`src/rtl/mlr_pkg.sv`:
```
// Shared constants and types of the midpoint line rasterizer.
package mlr_pkg;

  // Coordinate width of every point and endpoint.
  localparam int unsigned COORD_BITS = 12;
  // Width of an endpoint difference, which needs one bit more than a coordinate.
  localparam int unsigned DIFF_BITS  = COORD_BITS + 1;
  // Width of the decision value and its increments.
  localparam int unsigned DEC_BITS   = COORD_BITS + 5;
  // Width of the ink value.
  localparam int unsigned INK_BITS   = 8;

  // Input word kinds.
  typedef enum logic {
    KIND_START = 1'b0,
    KIND_STEP  = 1'b1
  } mlr_kind_e;

  typedef logic signed [COORD_BITS-1:0] coord_t;
  typedef logic signed [DIFF_BITS-1:0]  diff_t;
  typedef logic signed [DEC_BITS-1:0]   dec_t;
  typedef logic [INK_BITS-1:0]          ink_t;

endpackage

```
`src/rtl/mlr_in_if.sv`:
```
// Input channel of the rasterizer: start and step words.
interface mlr_in_if;
  logic              valid;
  logic              ready;
  mlr_pkg::mlr_kind_e kind;
  mlr_pkg::coord_t   start_row;
  mlr_pkg::coord_t   start_col;
  mlr_pkg::coord_t   end_row;
  mlr_pkg::coord_t   end_col;
  mlr_pkg::ink_t     ink;

  modport source (
    output valid, kind, start_row, start_col, end_row, end_col, ink,
    input  ready
  );
  modport sink (
    input  valid, kind, start_row, start_col, end_row, end_col, ink,
    output ready
  );
endinterface

```
`src/rtl/mlr_out_if.sv`:
```
// Output channel of the rasterizer: one pixel word per step.
interface mlr_out_if;
  logic            valid;
  logic            ready;
  mlr_pkg::coord_t pixel_row;
  mlr_pkg::coord_t pixel_col;
  mlr_pkg::ink_t   pixel_ink;
  logic            final_point;

  modport source (
    output valid, pixel_row, pixel_col, pixel_ink, final_point,
    input  ready
  );
  modport sink (
    input  valid, pixel_row, pixel_col, pixel_ink, final_point,
    output ready
  );
endinterface

```
`src/rtl/midpoint_line_rasterizer.sv`:
```
// Top level of the midpoint line rasterizer.
//
// A start word latches two signed endpoints and an ink value and sets up the
// line; it produces no pixel word and replaces any line in progress. Every
// step word while a line is active produces one pixel word (row, column, ink)
// and flags the last point, after which the block goes idle; step words while
// idle produce nothing. The major axis is the row axis when the row span is
// strictly larger than the column span, else the column axis, and points run
// in the direction of a rising major coordinate. One word is accepted every
// clock unless the output stalls: the setup of a start word (endpoint differences,
// absolute spans, one compare and the initial decision) and the adds and compares
// of a step word are combinational in front of the line state registers and the
// pixel output register, so a pixel word is valid in the cycle after its step
// word is accepted. The output register lets the input advance while a pixel
// word waits, as long as the sink takes it in the same cycle; otherwise the input
// stalls until it does. Endpoints are not clipped.
module midpoint_line_rasterizer (
  input  logic      clk_i,
  input  logic      rst_ni,
  mlr_in_if.sink    line_i,
  mlr_out_if.source pixel_o
);

  // Line state.
  mlr_pkg::coord_t cur_row_q, cur_row_d;
  mlr_pkg::coord_t cur_col_q, cur_col_d;
  mlr_pkg::coord_t major_end_q, major_end_d;
  mlr_pkg::dec_t   decision_q, decision_d;
  mlr_pkg::dec_t   incr_straight_q, incr_straight_d;
  mlr_pkg::dec_t   incr_up_diag_q, incr_up_diag_d;
  mlr_pkg::dec_t   incr_down_diag_q, incr_down_diag_d;
  logic            major_is_second_q, major_is_second_d;
  logic            minor_descends_q, minor_descends_d;
  mlr_pkg::ink_t   held_ink_q, held_ink_d;
  logic            active_q, active_d;

  // Output register.
  logic            out_valid_q, out_valid_d;
  mlr_pkg::coord_t out_row_q, out_row_d;
  mlr_pkg::coord_t out_col_q, out_col_d;
  mlr_pkg::ink_t   out_ink_q, out_ink_d;
  logic            out_final_q, out_final_d;

  logic accept;

  // Setup signals.
  mlr_pkg::diff_t d_row, d_col, abs_row, abs_col, d_maj, d_min;
  mlr_pkg::dec_t  dmaj_x, dmin_x;
  logic           row_major, swap_ends;

  // Step signals.
  mlr_pkg::coord_t cur_major;
  logic            last_point;
  logic            dec_nonpos;

  // A new word is taken whenever the output register is empty or being drained.
  assign accept       = line_i.valid && line_i.ready;
  assign line_i.ready = !out_valid_q || pixel_o.ready;

  // Endpoint spans, major axis choice and direction of travel.
  always_comb begin
    d_row   = {line_i.end_row[mlr_pkg::COORD_BITS-1], line_i.end_row}
            - {line_i.start_row[mlr_pkg::COORD_BITS-1], line_i.start_row};
    d_col   = {line_i.end_col[mlr_pkg::COORD_BITS-1], line_i.end_col}
            - {line_i.start_col[mlr_pkg::COORD_BITS-1], line_i.start_col};
    abs_row = d_row[mlr_pkg::DIFF_BITS-1] ? -d_row : d_row;
    abs_col = d_col[mlr_pkg::DIFF_BITS-1] ? -d_col : d_col;
    row_major = abs_row > abs_col;
    if (row_major) begin
      swap_ends = d_row[mlr_pkg::DIFF_BITS-1];
      d_maj     = abs_row;
      d_min     = swap_ends ? -d_col : d_col;
    end else begin
      swap_ends = d_col[mlr_pkg::DIFF_BITS-1];
      d_maj     = abs_col;
      d_min     = swap_ends ? -d_row : d_row;
    end
    dmaj_x = {{(mlr_pkg::DEC_BITS-mlr_pkg::DIFF_BITS){d_maj[mlr_pkg::DIFF_BITS-1]}}, d_maj};
    dmin_x = {{(mlr_pkg::DEC_BITS-mlr_pkg::DIFF_BITS){d_min[mlr_pkg::DIFF_BITS-1]}}, d_min};
  end

  // Current point position along the major axis and the decision test.
  always_comb begin
    cur_major  = major_is_second_q ? cur_col_q : cur_row_q;
    last_point = !(cur_major < major_end_q);
    dec_nonpos = decision_q[mlr_pkg::DEC_BITS-1] || (decision_q == '0);
  end

  // Next line state and next output word.
  always_comb begin
    cur_row_d         = cur_row_q;
    cur_col_d         = cur_col_q;
    major_end_d       = major_end_q;
    decision_d        = decision_q;
    incr_straight_d   = incr_straight_q;
    incr_up_diag_d    = incr_up_diag_q;
    incr_down_diag_d  = incr_down_diag_q;
    major_is_second_d = major_is_second_q;
    minor_descends_d  = minor_descends_q;
    held_ink_d        = held_ink_q;
    active_d          = active_q;
    out_valid_d       = out_valid_q && !pixel_o.ready;
    out_row_d         = out_row_q;
    out_col_d         = out_col_q;
    out_ink_d         = out_ink_q;
    out_final_d       = out_final_q;

    if (accept) begin
      case (line_i.kind)
        mlr_pkg::KIND_START: begin
          major_is_second_d = !row_major;
          minor_descends_d  = d_min[mlr_pkg::DIFF_BITS-1];
          cur_row_d   = swap_ends ? line_i.end_row : line_i.start_row;
          cur_col_d   = swap_ends ? line_i.end_col : line_i.start_col;
          if (row_major) begin
            major_end_d = swap_ends ? line_i.start_row : line_i.end_row;
          end else begin
            major_end_d = swap_ends ? line_i.start_col : line_i.end_col;
          end
          decision_d  = d_min[mlr_pkg::DIFF_BITS-1] ? (dmin_x <<< 1) + dmaj_x
                                                    : (dmin_x <<< 1) - dmaj_x;
          incr_up_diag_d   = (dmin_x - dmaj_x) <<< 1;
          incr_straight_d  = dmin_x <<< 1;
          incr_down_diag_d = (dmin_x + dmaj_x) <<< 1;
          held_ink_d  = line_i.ink;
          active_d    = 1'b1;
          out_valid_d = 1'b0;
        end
        mlr_pkg::KIND_STEP: begin
          out_valid_d = active_q;
          if (active_q) begin
            out_row_d   = cur_row_q;
            out_col_d   = cur_col_q;
            out_ink_d   = held_ink_q;
            out_final_d = last_point;
            if (last_point) begin
              active_d = 1'b0;
            end else begin
              // Advance the major coordinate and, by the decision, the minor one.
              if (major_is_second_q) begin
                cur_col_d = cur_col_q + mlr_pkg::coord_t'(1);
              end else begin
                cur_row_d = cur_row_q + mlr_pkg::coord_t'(1);
              end
              if (!minor_descends_q) begin
                if (dec_nonpos) begin
                  decision_d = decision_q + incr_straight_q;
                end else begin
                  decision_d = decision_q + incr_up_diag_q;
                  if (major_is_second_q) begin
                    cur_row_d = cur_row_q + mlr_pkg::coord_t'(1);
                  end else begin
                    cur_col_d = cur_col_q + mlr_pkg::coord_t'(1);
                  end
                end
              end else begin
                if (dec_nonpos) begin
                  decision_d = decision_q + incr_down_diag_q;
                  if (major_is_second_q) begin
                    cur_row_d = cur_row_q - mlr_pkg::coord_t'(1);
                  end else begin
                    cur_col_d = cur_col_q - mlr_pkg::coord_t'(1);
                  end
                end else begin
                  decision_d = decision_q + incr_straight_q;
                end
              end
            end
          end
        end
        default: begin
          out_valid_d = 1'b0;
        end
      endcase
    end
  end

  // Control and line state registers.
  always_ff @(posedge clk_i or negedge rst_ni) begin
    if (!rst_ni) begin
      cur_row_q         <= '0;
      cur_col_q         <= '0;
      major_end_q       <= '0;
      decision_q        <= '0;
      incr_straight_q   <= '0;
      incr_up_diag_q    <= '0;
      incr_down_diag_q  <= '0;
      major_is_second_q <= 1'b0;
      minor_descends_q  <= 1'b0;
      held_ink_q        <= '0;
      active_q          <= 1'b0;
      out_valid_q       <= 1'b0;
    end else begin
      cur_row_q         <= cur_row_d;
      cur_col_q         <= cur_col_d;
      major_end_q       <= major_end_d;
      decision_q        <= decision_d;
      incr_straight_q   <= incr_straight_d;
      incr_up_diag_q    <= incr_up_diag_d;
      incr_down_diag_q  <= incr_down_diag_d;
      major_is_second_q <= major_is_second_d;
      minor_descends_q  <= minor_descends_d;
      held_ink_q        <= held_ink_d;
      active_q          <= active_d;
      out_valid_q       <= out_valid_d;
    end
  end

  // Output word payload.
  always_ff @(posedge clk_i) begin
    out_row_q   <= out_row_d;
    out_col_q   <= out_col_d;
    out_ink_q   <= out_ink_d;
    out_final_q <= out_final_d;
  end

  assign pixel_o.valid       = out_valid_q;
  assign pixel_o.pixel_row   = out_row_q;
  assign pixel_o.pixel_col   = out_col_q;
  assign pixel_o.pixel_ink   = out_ink_q;
  assign pixel_o.final_point = out_final_q;

endmodule
```
`src/flat_wrapper.sv`:
```
// flat-port wrapper written by rule: the top's interface ports become plain ports
module midpoint_line_rasterizer_flat 
  (clk_i, rst_ni, line_i_valid, line_i_kind, line_i_start_row, line_i_start_col, line_i_end_row, line_i_end_col, line_i_ink, line_i_ready, pixel_o_valid, pixel_o_pixel_row, pixel_o_pixel_col, pixel_o_pixel_ink, pixel_o_final_point, pixel_o_ready);
  mlr_in_if line_i_i ();
  mlr_out_if pixel_o_i ();
  input  logic clk_i;
  input  logic rst_ni;
  input wire logic [$bits(line_i_i.valid)-1:0] line_i_valid;
  input wire logic [$bits(line_i_i.kind)-1:0] line_i_kind;
  input wire logic [$bits(line_i_i.start_row)-1:0] line_i_start_row;
  input wire logic [$bits(line_i_i.start_col)-1:0] line_i_start_col;
  input wire logic [$bits(line_i_i.end_row)-1:0] line_i_end_row;
  input wire logic [$bits(line_i_i.end_col)-1:0] line_i_end_col;
  input wire logic [$bits(line_i_i.ink)-1:0] line_i_ink;
  output wire logic [$bits(line_i_i.ready)-1:0] line_i_ready;
  output wire logic [$bits(pixel_o_i.valid)-1:0] pixel_o_valid;
  output wire logic [$bits(pixel_o_i.pixel_row)-1:0] pixel_o_pixel_row;
  output wire logic [$bits(pixel_o_i.pixel_col)-1:0] pixel_o_pixel_col;
  output wire logic [$bits(pixel_o_i.pixel_ink)-1:0] pixel_o_pixel_ink;
  output wire logic [$bits(pixel_o_i.final_point)-1:0] pixel_o_final_point;
  input wire logic [$bits(pixel_o_i.ready)-1:0] pixel_o_ready;
  assign line_i_i.valid = line_i_valid;
  assign line_i_i.kind = line_i_kind;
  assign line_i_i.start_row = line_i_start_row;
  assign line_i_i.start_col = line_i_start_col;
  assign line_i_i.end_row = line_i_end_row;
  assign line_i_i.end_col = line_i_end_col;
  assign line_i_i.ink = line_i_ink;
  assign line_i_ready = line_i_i.ready;
  assign pixel_o_valid = pixel_o_i.valid;
  assign pixel_o_pixel_row = pixel_o_i.pixel_row;
  assign pixel_o_pixel_col = pixel_o_i.pixel_col;
  assign pixel_o_pixel_ink = pixel_o_i.pixel_ink;
  assign pixel_o_final_point = pixel_o_i.final_point;
  assign pixel_o_i.ready = pixel_o_ready;
  midpoint_line_rasterizer u_core (.clk_i(clk_i), .rst_ni(rst_ni), .line_i(line_i_i), .pixel_o(pixel_o_i));
endmodule
```
`config.mk`:
```
export PLATFORM = sky130hd
export DESIGN_NAME = midpoint_line_rasterizer_flat
export DESIGN_NICKNAME = d
export VERILOG_FILES = /design/src/rtl/mlr_pkg.sv /design/src/rtl/mlr_in_if.sv /design/src/rtl/mlr_out_if.sv /design/src/rtl/midpoint_line_rasterizer.sv /design/src/flat_wrapper.sv
export SDC_FILE = /design/constraint.sdc
export NUM_CORES = 1
export LEC_CHECK = 0
export BUFFER_PORTS_ARGS = -buffer_cell sky130_fd_sc_hd__buf_2
export CAP_MARGIN = 25
export CORE_AREA = 2 2 163 165
export DETAILED_ROUTE_END_ITERATION = 8
export DIE_AREA = 0 0 165 167
export HOLD_SLACK_MARGIN = 0.1
export PLACE_DENSITY = 0.76
export SLEW_MARGIN = 20
export SYNTH_ARGS = -nofsm -noshare
export SYNTH_HDL_FRONTEND = slang
export SYNTH_SLANG_ARGS = --single-unit
```
`constraint.sdc`:
```
create_clock -name clk_i -period 4.3 [get_ports clk_i]
set_input_delay 0.86 -clock clk_i [delete_from_list [all_inputs] [get_ports clk_i]]
set_output_delay 0.86 -clock clk_i [all_outputs]
set_load 0.005 [all_outputs]
```
# Yosys cells after proc, flatten, opt, wreduce, memory -nomap -nowiden
# Cells that the tools add are included.
# op_classes
add_sub_neg	15
order_cmp	2
eq_ne	2
muxes	43
bitwise	1
reduce_logical	12
# op_table
cell	count
2-to-1 mux 12 bit	22
2-to-1 mux 17 bit	6
2-to-1 mux 13 bit	6
one-hot mux 12 bit (2 select lines)	2
adder 17 bit	2
one-hot mux 17 bit (2 select lines)	1
negator 13 bit	2
subtractor 12 x 12 -> 13 bit	2
adder 12 x 2 -> 12 bit, second input constant	2
subtractor 12 x 2 -> 12 bit, second input constant	2
adder 17 x 14 -> 17 bit	1
zero test 17 bit	1
adder 14 x 13 -> 15 bit	1
subtractor 14 x 13 -> 15 bit	1
adder 13 x 13 -> 14 bit	1
subtractor 13 x 13 -> 14 bit	1
> comparator 13 bit	1
less-than comparator 12 bit	1
AND reduction 3 bit	2
zero test 1 bit	4
2-to-1 mux 1 bit	4
inequality test 2 x 1 -> 1 bit, second input constant	2
one-hot mux 1 bit (2 select lines)	2
logical AND 1 bit	2
3 further kinds	4
# totals
reg_bits	143
input_bits	61
out_inout_bits	35
elab_cells	91

# Depth between registers and ports, before layout
# Gate-level depths: netlist (run 1).
# depth
word_depth	8
mapped_depth	37
depth_no_buf	34

# Worst setup path after synthesis (run 1)
# OpenSTA, ideal clock, no wires.
# synth_timing
kind	input port to flip-flop
startpoint	input line_i_end_row[0]
endpoint	register u_core.decision_q[8]
setup_time_ps	94
arrival_ps	7447
required_ps	4206
setup_slack_ps	-3241
cell_stages	29
n_path_buf	4
cell_sequence	inv_1 > ha_1 > fa_1 > xor2_2 > nand3_1 > or3_1 > nor2_1 > o2111ai_1 > or3_1 > nand2_1 > xor2_1 > inv_1 > ha_1 > nor3b_1 > o21ai_0 > o2bb2ai_1 > a21o_1 > clkbuf_1 > clkbuf_1 > buf_1 > a21oi_1 > ha_1 > clkbuf_1 > or4_1 > a2111o_1 > and2_1 > a31o_1 > xnor2_1 > a211oi_1
# synth_between
elab_chain_cells	8
elab_cells_between_ends	12
cone_classes	add/sub: 4; order compare: 1; mux: 7
# synth_rtl
item	line	text
start: declaration	flat_wrapper.sv:12	input wire logic [$bits(line_i_i.end_row)-1:0] line_i_end_row;
subtractor 12 x 12 -> 13 bit *	midpoint_line_rasterizer.sv:63	- {line_i.start_row[mlr_pkg::COORD_BITS-1], line_i.start_row};
negator 13 bit	midpoint_line_rasterizer.sv:66, midpoint_line_rasterizer.sv:76	
2-to-1 mux 13 bit	midpoint_line_rasterizer.sv:66	abs_row = d_row[mlr_pkg::DIFF_BITS-1] ? -d_row : d_row;
> comparator 13 bit	midpoint_line_rasterizer.sv:68	row_major = abs_row > abs_col;
2-to-1 mux 13 bit *	midpoint_line_rasterizer.sv:69	if (row_major) begin
named net u_core.d_min[4]	midpoint_line_rasterizer.sv:47	mlr_pkg::diff_t d_row, d_col, abs_row, abs_col, d_maj, d_min;
subtractor 14 x 13 -> 15 bit or adder 14 x 13 -> 15 bit (tied branches)	midpoint_line_rasterizer.sv:121, midpoint_line_rasterizer.sv:120	
2-to-1 mux 17 bit *	midpoint_line_rasterizer.sv:120	decision_d = d_min[mlr_pkg::DIFF_BITS-1] ? (dmin_x <<< 1) + dmaj_x
one-hot mux 17 bit (2 select lines) *	midpoint_line_rasterizer.sv:109	case (line_i.kind)
end signal: assignment	midpoint_line_rasterizer.sv:197	decision_q <= decision_d;
end: declaration	midpoint_line_rasterizer.sv:28	mlr_pkg::dec_t decision_q, decision_d;
# The timed path passes the listed nets; every way through them passes the cells marked *.
# A chain may end at the register's enable or synchronous reset.

# Worst setup path after layout (run 1)
# layout_timing
startpoint	input line_i_start_col[0]
endpoint	register u_core.incr_up_diag_q[13]
# layout_between
elab_chain_cells	6
elab_cells_between_ends	9
cone_classes	add/sub: 3; order compare: 1; mux: 5
# layout_rtl
item	line	text
start: declaration	flat_wrapper.sv:11	input wire logic [$bits(line_i_i.start_col)-1:0] line_i_start_col;
subtractor 12 x 12 -> 13 bit *	midpoint_line_rasterizer.sv:65	- {line_i.start_col[mlr_pkg::COORD_BITS-1], line_i.start_col};
negator 13 bit	midpoint_line_rasterizer.sv:67, midpoint_line_rasterizer.sv:72	
2-to-1 mux 13 bit	midpoint_line_rasterizer.sv:67	abs_col = d_col[mlr_pkg::DIFF_BITS-1] ? -d_col : d_col;
> comparator 13 bit	midpoint_line_rasterizer.sv:68	
2-to-1 mux 13 bit *	midpoint_line_rasterizer.sv:69	
named net u_core.d_min[1]	midpoint_line_rasterizer.sv:47	
subtractor 13 x 13 -> 14 bit *	midpoint_line_rasterizer.sv:122	incr_up_diag_d = (dmin_x - dmaj_x) <<< 1;
end signal: assignment	midpoint_line_rasterizer.sv:199	incr_up_diag_q <= incr_up_diag_d;
end: declaration	midpoint_line_rasterizer.sv:30	mlr_pkg::dec_t incr_up_diag_q, incr_up_diag_d;
# Marked as above.

==> flow_metrics.py, run 1 <==
metrics = {
    "outcome": {
        "status": "complete, but fails checks",
        "violations": "setup timing",
    },
    "synthesis": {
        "synth_compound_area_share_pct": 26.38,
        "synth_top_family_by_area": "compound AO/OA/AOI/OAI gates",
        "synth_area_mm2": 0.01474,
        "synth_adder_area_share_pct": 13.99,
        "syn-num-nets": 2111,
        "synthFlopType": "dfrtp_1",
        "async_reset_ff_share_pct": 75.91,
        "synth-simple-area-share_pct": 20.11,
        "synth_xor_xnor_area_share_pct": 7.333,
        "ys_seq_area_share_pct": 24.37,
        "syn_area_per_cell_um2": 7.800,
        "synth_cells": 1890,
        "muxShareOfSynthArea_pct": 2.470,
        "synth-seq-cells": 137,
        "synth_edf_count": 33,
        "synth_cell_types": 92,
        "ys_warn_count": 0,
    },
    "clocking": {
        "cts_tree": "done",
        "cts_buffers": 17,
        "ctsHtreeMaxLevel": 4,
        "path_clk_slew_ns": 0.07,
        "cts-root-buf": "clkbuf_16",
        "cts.path.max_buffers": 2,
        "cts_hold_buf": 0,
        "cts.sinks": 137,
        "clk-insertion-delay-late_ns": 0.44,
    },
    "floorplan": {
        "core_mm2": 0.02576,
        "start_util_pct": 57.22,
        "rows": 59,
        "die_height_um": 167,
        "ioPinCount": 96,
        "die_w_um": 165,
        "fp.dieArea_mm2": 0.02756,
    },
    "finish": {
        "antenna_cells": 0,
        "synthToLayoutAreaGrowth_pct": 51.32,
        "layout_commonest_cell": "buf_4",
        "seq_area_mm2": 0.003593,
        "fill_cells": 1308,
        "drive_above_1_share_pct": 41.61,
        "final_cell_mix": "427 x buf_4, 220 x nand2_1, 126 x nor2_1, 126 x ha_1, 104 x dfrtp_1",
        "final_nets": 2628,
        "postLayoutCellArea_mm2": 0.02231,
        "multiInputGateArea_mm2": 0.01263,
    },
    "timing": {
        "final-setup-viol-count": 93,
        "period_share_pct": 156.9,
        "fin_crit_ns": 6.747,
        "hold_violations": 0,
        "setup_ws_ns": -2.447,
        "worst_slew_pin_slew_ns": 1.011,
        "fmax_ghz": 0.1482,
        "clock_skew_ns": 0.01145,
        "slew_headroom_pct": 32.60,
        "rsz0062_at_grt": "true",
        "slew_violations": 0,
    },
    "global_route": {
        "grt_usage_pct": 42.41,
        "grt_pass1_wl_um": 91250,
        "grt_max_degree": 79,
        "antenna_found_initial": 0,
        "grt_pass1_vias": 17119,
        "overflow": 0,
    },
    "run": {
        "cap_violations": 0,
    },
    "worst_setup_path": {
        "max_stage_delay_ns": 0.39,
        "cp_max_fo": 4,
        "slowest_stage": "fa_2",
        "reg2regPathDepth": 14,
        "crit_path_start_kind": "input port",
        "critPathKind": "input port to flop",
        "critPathRequiredTime_ns": 4.62,
        "reg2reg_slack_ns": 0.33,
        "rr_startpoint": "u_core.decision_q[1]",
        "endpoint_kind": "flop",
        "cp.arrival_ns": 7.06,
        "reg2reg_to": "u_core.decision_q[15]",
    },
    "routing": {
        "num_vias": 18263,
        "drt-total-wl_um": 66470,
        "via_per_inst": 6.629,
        "first_pass_iters": 7,
        "first_iter_violations": 2617,
        "drc": 0,
        "wl_per_cell_um": 24.13,
        "ant_nets": 0,
    },
    "placed_design": {
        "hpwl_um": 42710,
        "portBuffers": 95,
        "place_area_mm2": 0.01893,
        "routabilityCongestion": 1.015,
    },
    "hold_path": {
        "hold_depth": 0,
        "holdCritPathClass": "flop to flop",
        "hp-start": "u_core.held_ink_q[7]",
        "holdPathEnd": "u_core.pixel_o.pixel_ink[7]",
    },
}
==> worst max-delay path by stage <==
stage,endpoint,slack (ns),startpoint,cells after the start
floorplan,u_core.decision_q[8],-2.39,line_i_end_col[0],30
global placement,u_core.decision_q[8],-2.74,line_i_end_col[0],29
detailed placement,u_core.decision_q[8],-2.89,line_i_start_row[1],28
CTS,u_core.decision_q[13],-1.99,line_i_end_row[0],35
global route,u_core.decision_q[11],-2.63,line_i_start_col[0],35
finish,u_core.incr_up_diag_q[13],-2.45,line_i_start_col[0],34
==> final cells by class <==
| type | count | area share, % |
|---|---|---|
| Clock buffer | 18 | 1.924 |
| Clock inverter | 14 | 0.5833 |
| Inverter | 109 | 1.935 |
| Multi-Input combinational cell | 1547 | 56.63 |
| Sequential cell | 137 | 16.11 |
| Tap cell | 335 | 1.879 |
| Timing Repair Buffer | 595 | 20.94 |
==> registers in the layout (all words and copies together), names as in the netlist <==
name and count:
u_core.decision_q 17, u_core.pixel_o.pixel_row 12, u_core.cur_row_q 12, u_core.incr_straight_q 12, u_core.major_is_second_q 1, u_core.pixel_o.pixel_ink 8, u_core.pixel_o.final_point 1, u_core.pixel_o.pixel_col 12
u_core.incr_down_diag_q 13, u_core.incr_up_diag_q 14, u_core.major_end_q 12, u_core.pixel_o.valid 1, u_core.held_ink_q 8, u_core.active_q 1, u_core.minor_descends_q 1, u_core.cur_col_q 12
==> metal layers <==
| metal | global-route usage (%) | up-vias | share of wire [%] |
|---|---|---|---|
| met5 | 0 | - | 0 |
| met1 | 54.60 | 8622 | 36 |
| met4 | 20.15 | 0 | 7.5 |
| li1 | - | 7907 | - |
| met3 | 8.643 | 441 | 11 |
| met2 | 67.79 | 1293 | 45 |
==> critical path: cells and delay by family <==
| family | cells | cell delay [ns] |
|---|---|---|
| fa+ha+maj | 4 | 1.34 |
| compound gates | 16 | 2.71 |
| simple gates | 6 | 0.95 |
| buf+inv | 6 | 0.83 |
| xor+xnor | 2 | 0.38 |
==> per-stage QoR <==
step | utilization [%] | std cells | setup slack, ns | TNS, ns | hold WS [ns]
2_1_floorplan | - | 1890 | -2.393 | -114.05 | 0.4231
3_3_place_gp | 73.46 | 2638 | -2.744 | -152.52 | 0.4261
3_5_place_dp | 73.46 | 2638 | -2.887 | -164.71 | 0.4359
4_1_cts | 80.63 | 2703 | -1.992 | -99.72 | 0.4516
5_1_grt | 86.59 | 2755 | -2.628 | -154.93 | 0.4714
6_report | 86.59 | 2755 | -2.447 | -139.48 | 0.4502
==> synth_stat cells, drive strengths merged, types with 8 or more instances <==
| cell type | number | area [um^2] |
|---|---|---|
| nor2b | 17 | 113.9 |
| o21ai | 161 | 805.8 |
| and3 | 21 | 131.4 |
| nand3 | 46 | 230.2 |
| mux2i | 16 | 172.7 |
| and2 | 10 | 62.56 |
| mux2 | 17 | 191.4 |
| nor4 | 15 | 93.84 |
| a221oi | 13 | 113.9 |
| a31oi | 16 | 106.4 |
| dfrtp | 104 | 2603 |
| a21boi | 12 | 90.09 |
| nor3 | 44 | 225.2 |
| xnor2 | 73 | 639.4 |
| o221ai | 8 | 70.07 |
| o21a | 24 | 180.2 |
| o22ai | 10 | 62.56 |
| nor2 | 149 | 561.8 |
| ha | 152 | 1902 |
| o31ai | 22 | 178.9 |
| o211ai | 43 | 322.8 |
| o21bai | 10 | 75.07 |
| inv | 108 | 405.4 |
| a21o | 26 | 195.2 |
| a211oi | 32 | 262.8 |
| or2 | 12 | 75.07 |
| edfxtp | 33 | 991.0 |
| nand4 | 11 | 68.82 |
| o2111ai | 8 | 76.32 |
| clkbuf | 77 | 289.0 |
| or3 | 17 | 111.4 |
| buf | 21 | 91.34 |
| a21oi | 135 | 683.2 |
| nand2b | 22 | 137.6 |
| fa | 8 | 160.2 |
| xor2 | 46 | 417.9 |
| nand2 | 250 | 938.4 |
| nor3b | 11 | 82.58 |
==> what timing repair did <==
action	in CTS	in global routing
setup buffers	38	55
cloned	2	2
setup endpoints to repair	93	93
hold endpoints to repair	0	0
pin swaps	125	116
resized for setup	227	247
==> cell families (layout without fill, tap and decap cells) <==
group	count (synthesis)	count (layout)
AO/OA/AOI/OAI	592	593
XOR/XNOR	120	120
adder cells (fa/ha/maj)	160	160
buffers and inverters	207	736
flip-flops	137	137
multiplexers	33	33
AND/OR/NAND/NOR	641	641
Power of run 1 is not shown: default switching activity piles up to over one toggle a cycle in this logic, so the estimate is an artifact.
==> run 2, diff against run 1 <==
--- a/config.mk
+++ b/config.mk
@@ -7,11 +7,13 @@
 export LEC_CHECK = 0
 export BUFFER_PORTS_ARGS = -buffer_cell sky130_fd_sc_hd__buf_2
 export CAP_MARGIN = 25
-export CORE_AREA = 2 2 163 165
+export CELL_PAD_IN_SITES_DETAIL_PLACEMENT = 1
+export CELL_PAD_IN_SITES_GLOBAL_PLACEMENT = 2
+export CORE_AREA = 2 2 200 202
 export DETAILED_ROUTE_END_ITERATION = 8
-export DIE_AREA = 0 0 165 167
+export DIE_AREA = 0 0 202 204
 export HOLD_SLACK_MARGIN = 0.1
-export PLACE_DENSITY = 0.76
+export PLACE_DENSITY_LB_ADDON = 0.1
 export SLEW_MARGIN = 20
 export SYNTH_ARGS = -nofsm -noshare
 export SYNTH_HDL_FRONTEND = slang
==> run 2 against run 1 <==
The flow still finishes with violations (setup timing). Global-route usage fell by 8.3 points. Die area is 50% higher. Via count rose by 1.7%. Sequential cell count did not move. Clock skew grew 0.010 ns.
==> flow_metrics.py, run 2 (synthesis results as in run 1) <==
metrics = {
    "run": {
        "cap_violations": 0,
    },
    "timing": {
        "worst_slew_pin_slew_ns": 0.9626,
        "final-setup-viol-count": 93,
        "rsz0062_at_grt": "true",
        "fin_crit_ns": 6.886,
        "period_share_pct": 160.1,
        "setup_ws_ns": -2.586,
        "clock_skew_ns": 0.02172,
        "slew_headroom_pct": 35.67,
        "slew_violations": 0,
        "hold_violations": 0,
        "fmax_ghz": 0.1452,
    },
    "routing": {
        "num_vias": 18570,
        "first_iter_violations": 1480,
        "drc": 0,
        "via_per_inst": 6.117,
        "drt-total-wl_um": 82520,
        "ant_nets": 0,
        "first_pass_iters": 5,
        "wl_per_cell_um": 27.18,
    },
    "finish": {
        "postLayoutCellArea_mm2": 0.02374,
        "final_cell_mix": "480 x buf_4, 214 x nand2_1, 125 x ha_1",
        "largest_register_ffs": 17,
        "final_nets": 2718,
        "utilization_pct": 60.59,
        "synthToLayoutAreaGrowth_pct": 61.05,
        "multiInputGateArea_mm2": 0.01281,
        "seq_area_mm2": 0.003593,
        "drive_above_1_share_pct": 44.06,
        "top_register": "u_core.decision_q",
        "layout_commonest_cell": "buf_4",
        "reg_top3": "u_core.decision_q (17), u_core.incr_up_diag_q (14), u_core.incr_down_diag_q (13)",
        "fill_cells": 4502,
    },
    "placed_design": {
        "portBuffers": 95,
        "hpwl_um": 51460,
        "routabilityCongestion": 0.9574,
        "place_area_mm2": 0.01955,
    },
    "floorplan": {
        "die_height_um": 204,
        "rows": 73,
        "fp.dieArea_mm2": 0.04121,
        "core_mm2": 0.03918,
        "ioPinCount": 96,
        "start_util_pct": 37.62,
        "die_w_um": 202,
    },
    "clocking": {
        "path_clk_slew_ns": 0.06,
        "cts_hold_buf": 0,
        "cts_tree": "done",
        "cts.sinks": 137,
        "cts.path.max_buffers": 2,
        "ctsHtreeMaxLevel": 4,
        "cts_buffers": 17,
        "clk-insertion-delay-late_ns": 0.46,
        "cts-root-buf": "clkbuf_16",
    },
    "global_route": {
        "overflow": 0,
        "grt_max_degree": 56,
        "antenna_found_initial": 2,
        "grt_pass1_vias": 18304,
        "grt_pass1_wl_um": 108200,
        "grt_usage_pct": 34.13,
    },
    "worst_setup_path": {
        "crit_path_start_kind": "input port",
        "max_stage_delay_ns": 0.37,
        "critPathRequiredTime_ns": 4.66,
        "endpoint_kind": "flop",
        "slowest_stage": "a2111oi_4",
        "path_buf_inv": 10,
        "path_common_cell": "buf_6",
        "cp_top_family": "compound AO/OA/AOI/OAI gates",
        "cp_max_fo": 4,
        "cp.arrival_ns": 7.25,
        "critPathKind": "input port to flop",
    },
    "hold_path": {
        "holdCritPathClass": "flop to flop",
    },
    "outcome": {
        "violations": "setup timing",
        "status": "complete, but fails checks",
    },
}
[run 2: final timing paths]
kind,depth (start not counted),start,end,slack (ns)
min in group asynchronous,1,rst_ni,u_core.cur_row_q[7],0.48
max in group asynchronous,2,rst_ni,u_core.decision_q[13],3.01
worst max register to register,14,u_core.major_is_second_q,u_core.decision_q[13],0.11
worst min register to register,0,u_core.held_ink_q[7],u_core.pixel_o.pixel_ink[7],0.44
worst max-delay path,34,line_i_start_row[1],u_core.decision_q[16],-2.59
worst min-delay path,0,u_core.held_ink_q[7],u_core.pixel_o.pixel_ink[7],0.44
[run 2: stage by stage]
step | hold WS, ns | cells | setup TNS [ns] | worst slack (ns)
6_report | 0.4423 | 3036 | -162.27 | -2.586
5_1_grt | 0.4574 | 3036 | -169.65 | -2.704
4_1_cts | 0.4444 | 2969 | -117.84 | -1.990
3_5_place_dp | 0.4336 | 2880 | -172.12 | -2.794
3_3_place_gp | 0.4281 | 2880 | -153.32 | -2.574
2_1_floorplan | 0.4231 | 1890 | -114.05 | -2.393
[run 2: what timing repair did]
| action | 4_1_cts | 5_1_grt |
|---|---|---|
| resized for setup | 333 | 249 |
| pin swaps | 155 | 179 |
| endpoints found under the setup margin | 93 | 93 |
| buffers inserted | 62 | 82 |
| hold endpoints to repair | 0 | 0 |
| cloned | 6 | 2 |
[run 2: layout make-up]
cell class / count / area share (%)
clock inverter: 13 / 0.7694
inverter: 109 / 1.866
sequential: 137 / 15.13
timing repair buffer: 685 / 23.62
clock buffer: 19 / 1.866
antenna: 1 / 0.01054
tap: 525 / 2.767
multi-input combinational: 1547 / 53.97
[run 2: routing by layer]
layer | GRT usage (%) | vias up | routed length [um] | part of all wire [%]
met5 | 0 | - | 14 | 0.017
met4 | 12.24 | 2 | 4684 | 5.7
met3 | 3.779 | 301 | 5570 | 6.8
met2 | 57.95 | 910 | 38580 | 47
met1 | 44.91 | 9304 | 33660 | 41
li1 | - | 8053 | - | -
Power of run 2 is left out for the same reason.
